## src/rtl/core/mppi_pkg.sv

```systemverilog
// Shared types and constants for the prime-modulus power/inverse unit.
package mppi_pkg;

    localparam int VAL_W = 30;
    localparam int EXP_W = 30;

    typedef logic [VAL_W-1:0] t_residue;
    typedef logic [EXP_W-1:0] t_exponent;

    localparam t_residue    MOD_P        = 30'd1000000007;
    localparam logic [31:0] MOD_2P       = 32'd2000000014;
    localparam t_exponent   INV_EXPONENT = 30'd1000000005;
    // floor(2^60 / MOD_P), Barrett reciprocal
    localparam logic [30:0] BARRETT_MU   = 31'd1152921496;

    localparam logic CMD_POWER   = 1'b0;
    localparam logic CMD_INVERSE = 1'b1;

    typedef struct packed {
        logic      command;
        t_residue  base_value;
        t_exponent exponent;
    } t_in_item;

    typedef struct packed {
        t_residue residue_out;
    } t_out_item;

    typedef struct packed {
        logic     start;
        t_residue a;
        t_residue b;
    } t_mm_req;

    typedef struct packed {
        logic     done;
        t_residue result;
    } t_mm_rsp;

endpackage

```

## src/rtl/core/mppi_mulmod.sv

```systemverilog
// Multi-cycle modular multiplier: one shared 31x31 multiplier, Barrett reduction.
module mppi_mulmod (
    input  logic              i_clk,
    input  logic              i_rst_n,
    input  mppi_pkg::t_mm_req i_req,
    output mppi_pkg::t_mm_rsp o_rsp
);

    localparam logic [2:0] PH_IDLE = 3'd0;
    localparam logic [2:0] PH_PROD = 3'd1;
    localparam logic [2:0] PH_QUOT = 3'd2;
    localparam logic [2:0] PH_QP   = 3'd3;
    localparam logic [2:0] PH_FIX  = 3'd4;

    logic [2:0]         r_phase;
    logic [2:0]         n_phase;
    mppi_pkg::t_residue r_a;
    mppi_pkg::t_residue r_b;
    logic [59:0]        r_x;
    mppi_pkg::t_residue r_q;
    logic [31:0]        r_r;
    mppi_pkg::t_residue r_res;
    logic               r_done;

    logic [30:0]        w_op_a;
    logic [30:0]        w_op_b;
    logic [61:0]        w_prod;
    logic [31:0]        w_r_m1;
    logic [31:0]        w_r_m2;
    mppi_pkg::t_residue w_fixed;

    // the one multiplier, operands chosen by phase
    always_comb begin
        w_op_a = '0;
        w_op_b = '0;
        unique case (r_phase)
            PH_PROD: begin
                w_op_a = {1'b0, r_a};
                w_op_b = {1'b0, r_b};
            end
            PH_QUOT: begin
                w_op_a = r_x[59:29];
                w_op_b = mppi_pkg::BARRETT_MU;
            end
            PH_QP: begin
                w_op_a = {1'b0, r_q};
                w_op_b = {1'b0, mppi_pkg::MOD_P};
            end
            default: begin
                w_op_a = '0;
                w_op_b = '0;
            end
        endcase
    end

    assign w_prod = 62'(w_op_a) * 62'(w_op_b);

    // remainder estimate is below 3p, so at most two subtractions
    assign w_r_m1 = r_r - 32'(mppi_pkg::MOD_P);
    assign w_r_m2 = r_r - mppi_pkg::MOD_2P;

    always_comb begin
        priority if (r_r >= mppi_pkg::MOD_2P) begin
            w_fixed = w_r_m2[29:0];
        end else if (r_r >= 32'(mppi_pkg::MOD_P)) begin
            w_fixed = w_r_m1[29:0];
        end else begin
            w_fixed = r_r[29:0];
        end
    end

    always_comb begin
        n_phase = r_phase;
        unique case (r_phase)
            PH_IDLE: if (i_req.start) n_phase = PH_PROD;
            PH_PROD: n_phase = PH_QUOT;
            PH_QUOT: n_phase = PH_QP;
            PH_QP:   n_phase = PH_FIX;
            PH_FIX:  n_phase = PH_IDLE;
            default: n_phase = PH_IDLE;
        endcase
    end

    always_ff @(posedge i_clk) begin
        if (!i_rst_n) begin
            r_phase <= PH_IDLE;
            r_done  <= 1'b0;
        end else begin
            r_phase <= n_phase;
            r_done  <= (r_phase == PH_FIX);
        end
    end

    always_ff @(posedge i_clk) begin
        if (r_phase == PH_IDLE && i_req.start) begin
            r_a <= i_req.a;
            r_b <= i_req.b;
        end
        if (r_phase == PH_PROD) begin
            r_x <= w_prod[59:0];
        end
        if (r_phase == PH_QUOT) begin
            r_q <= w_prod[60:31];
        end
        if (r_phase == PH_QP) begin
            r_r <= r_x[31:0] - w_prod[31:0];
        end
        if (r_phase == PH_FIX) begin
            r_res <= w_fixed;
        end
    end

    assign o_rsp.done   = r_done;
    assign o_rsp.result = r_res;

endmodule

```

## config.mk

```make
export PLATFORM = sky130hd
export DESIGN_NAME = mppi_mulmod
export DESIGN_NICKNAME = d
export VERILOG_FILES = /design/src/rtl/core/mppi_pkg.sv /design/src/rtl/core/mppi_mulmod.sv
export SDC_FILE = /design/constraint.sdc
export NUM_CORES = 2
export LEC_CHECK = 0
export BUFFER_PORTS_ARGS = -buffer_cell sky130_fd_sc_hd__buf_2
export CAP_MARGIN = 20
export CORE_MARGIN = 2
export CORE_UTILIZATION = 55
export CTS_CLUSTER_SIZE = 8
export DETAILED_ROUTE_END_ITERATION = 10
export GPL_TIMING_DRIVEN = 0
export PLACE_DENSITY = 0.72
export REMOVE_ABC_BUFFERS = 1
export SLEW_MARGIN = 10
export SYNTH_ARGS = -nofsm -noshare
export SYNTH_HDL_FRONTEND = slang
export SYNTH_SLANG_ARGS = --single-unit
```

## constraint.sdc

```tcl
create_clock -name i_clk -period 15.33 [get_ports i_clk]
set_input_delay 3.066 -clock i_clk [delete_from_list [all_inputs] [get_ports i_clk]]
set_output_delay 3.066 -clock i_clk [all_outputs]
set_load 0.005 [all_outputs]
```

==> flow_metrics.env <==
export IMPL_status="finished, final reports clean"
export IMPL_r2r_end="r_x[54]"
export IMPL_netlist_area_leader_share_pct=41.9
export IMPL_min_path_type="reg -> reg"
export IMPL_routed_via_density=5.82
export IMPL_synth_top_area_cell="fa_1"
export IMPL_start_kind="flop"
export IMPL_tns_ns=0
export IMPL_clock_fmax_mhz=81.2
export IMPL_netlist_top_cells_area="fa_1 42%, edfxtp_1 16%, ha_1 8.5%"
export IMPL_ys_flop_type="edfxtp_1"
export IMPL_cts_setup_buffers=0
export IMPL_crit_path_end_kind="flop"
export IMPL_initial_utilization_pct=55.8
export IMPL_cts_buffers=35
export IMPL_cp_common_cell="fa_1"
export IMPL_cts_tree="done"
export IMPL_synth_most_common_cell="fa_1"
export IMPL_wire_per_inst_um=22.1
export IMPL_dieArea_mm2=0.0749
export IMPL_io_buffer_count=93
export IMPL_antenna_found_initial=1
export IMPL_instances_no_fill=5198
export IMPL_required_ns=15.66
export IMPL_num_rows=98
export IMPL_drc=0
export IMPL_crit_end="r_x[54]"
export IMPL_synth_cell_types=91
export IMPL_grt_pass1_vias=32300
export IMPL_dp_hpwl_um=91200
export IMPL_rsz0062_at_grt="no"
export IMPL_ys_ff_latch=216
export IMPL_rr_startpoint="r_phase[0]"
export IMPL_finalClockSkew_ns=0.0406
export IMPL_rrSetupSlack_ns=3.01
export IMPL_cts_root_buffer="clkbuf_16"
export IMPL_track_usage_pct=32.1
export IMPL_cts_sinks=216
export IMPL_path_clk_slew_ns=0.06
export IMPL_gp_congestion=0.958
export IMPL_final_antenna_net_count=0
export IMPL_dieWidth_um=274
export IMPL_setup_violations=0
export IMPL_syn_area_mm2=0.0400
export IMPL_hold_violations=0
export IMPL_dpl_cell_count=5140
export IMPL_grt_pass1_wl_um=181000
export IMPL_synth_warnings=0
export IMPL_syn_to_final_growth_pct=8.65
export IMPL_period_minus_slack_ns=12.32
export IMPL_fin_nets=5405
export IMPL_r2r_cells=33
export IMPL_gr_total_overflow=0
export IMPL_vias=30300
export IMPL_worstSetupPathType="reg -> reg"
export IMPL_cts_hold_repair_buffers=0
export IMPL_ys_async_sr_fraction_pct=0
export IMPL_drt_iter0_markers=2724
export IMPL_grt_max_degree=42
export IMPL_finalMaxSlewViolations=0
export IMPL_power_density_mw_per_mm2=160
export IMPL_clock_latency_ns=0.57
export IMPL_critPathArrivalTime_ns=12.65
export IMPL_drive_gt1_share_pct=7.58
export IMPL_vdd_drop_max_mv=0.162
export IMPL_avgSynthCellArea_um2=9.51
export IMPL_ys_seq_area_share_pct=16.1
export IMPL_firstDrtPassIters=8
export IMPL_relSlewSlack_pct=17.8
export IMPL_cts_max_level=2
export IMPL_cpPeakStageDelay_ns=0.96
export IMPL_ctsResizeCount=0
export IMPL_startpoint="r_phase[0]"
export IMPL_coreArea_mm2=0.0717
export IMPL_synth_edf_count=212
export IMPL_io_pins=94
export IMPL_cts_buffer_depth=3
export IMPL_die_y_um=274
export IMPL_min_period_over_period_pct=80.4
export IMPL_synth_top_cells_by_count="837 x fa_1, 828 x inv_1, 666 x nand2_1, 446 x nor2_1, 273 x ha_1"
export IMPL_worst_path_max_delay_cell="a21o_1"
export IMPL_max_cap_violations=0
export IMPL_cp_max_fo=24
export IMPL_power_w=0.00694
export IMPL_synthCells=4207
export IMPL_routed_wirelength_um=115000
export IMPL_leakage_nw=19.6
export IMPL_worstMarginPinSlew_ns=1.23
[routing by layer]
| layer | global-route usage (%) | up-vias | wire [um] |
|---|---|---|---|
| li1 | - | 12900 | - |
| met1 | 40.4 | 15100 | 41400 |
| met2 | 51.0 | 1772 | 52600 |
| met3 | 7.97 | 455 | 12700 |
| met4 | 18.0 | 0 | 7990 |
| met5 | 0 | - | 0 |
[per-stage QoR]
step | util [%] | instance area (um2) | worst slack (ns) | hold slack [ns]
6_report | 60.6 | 43500 | 3.01 | 0.614
5_1_grt | 60.6 | 43500 | 2.75 | 0.631
4_1_cts | 60.5 | 43400 | 3.25 | 0.615
3_5_place_dp | 59.1 | 42400 | 3.31 | 0.604
3_3_place_gp | 57.1 | 41000 | -10.75 | 0.582
2_1_floorplan | - | 39300 | -0.818 | 0.571
[state kept, by name, indices dropped and copies added (netlist names)]
name     count
r_a         30
r_b         30
r_done       1
r_phase      3
r_q         30
r_r         32
r_res       30
r_x         60
[where the power goes]
part	internal, W	switching [W]	leakage, nW
sequential	0.00104	0.0000727	2.00
clock	0.000417	0.000295	0.468
combinational	0.00199	0.00313	17.1
[logic make-up (layout without fill, tap and decap cells)]
kind of cell               after synthesis  in the layout  synth area share (%)
buffers and inverters                 1024           1049                  9.65
and+or+nand+nor                       1278           1278                  13.0
DFF                                    216            216                  16.1
muxes                                   32             32                 0.810
AOI/OAI and AO/OA                      417            417                  7.13
other                                    2             18                0.0188
adders and majority gates             1116           1116                  50.6
xor gates and xnor gates               122            122                  2.69
[cell type report]
class	count	area [um2]
Antenna cell	1	2.50
Clock buffer	44	910
Clock inverter	8	85.1
Fill cell	6038	28300
Inverter	828	3110
Multi-Input combinational cell	2982	30100
Sequential cell	216	6450
Tap cell	950	1190
Timing Repair Buffer	169	1640
[worst max-delay path, delay by kind of cell (launching register included)]
kind                       cells  cell delay (ns)
adders and majority gates      9             4.20
AOI/OAI and AO/OA             10             3.86
and+or+nand+nor                6             2.06
buffers and inverters          7             0.78
DFF                            1             0.77
xor gates and xnor gates       1             0.36
[worst min-delay path by stage]
| stage | startpoint | endpoint | slack [ns] | cells past startpoint |
|---|---|---|---|---|
| global placement | r_r[7] | r_res[7] | 0.58 | 1 |
| global route | r_r[7] | r_res[7] | 0.63 | 1 |
| detailed placement | r_r[8] | r_res[8] | 0.60 | 1 |
| floorplan | r_r[7] | r_res[7] | 0.57 | 1 |
| CTS | r_r[8] | r_res[8] | 0.62 | 1 |
| finish | r_r[7] | r_res[7] | 0.61 | 1 |
[layout by cell type (no fill, tap or decap), drive strengths merged, types with 6 or more instances in the layout]
cell	count
mux2i	32
a21o	54
a21oi	119
maj3	6
xnor2	89
nor4	6
a211oi	15
inv	829
and3	10
or2	17
nor2b	15
clkbuf	44
fa	837
o211ai	10
nor2	448
nor3	20
o21ai	96
nand2	666
nand3	19
buf	169
edfxtp	212
conb	17
o21a	35
nor3b	6
o21bai	11
ha	273
nand2b	19
a31oi	12
xor2	33
and2	30
nand4	12
a221oi	6
Note: power is estimated with default switching activity, not from simulation.
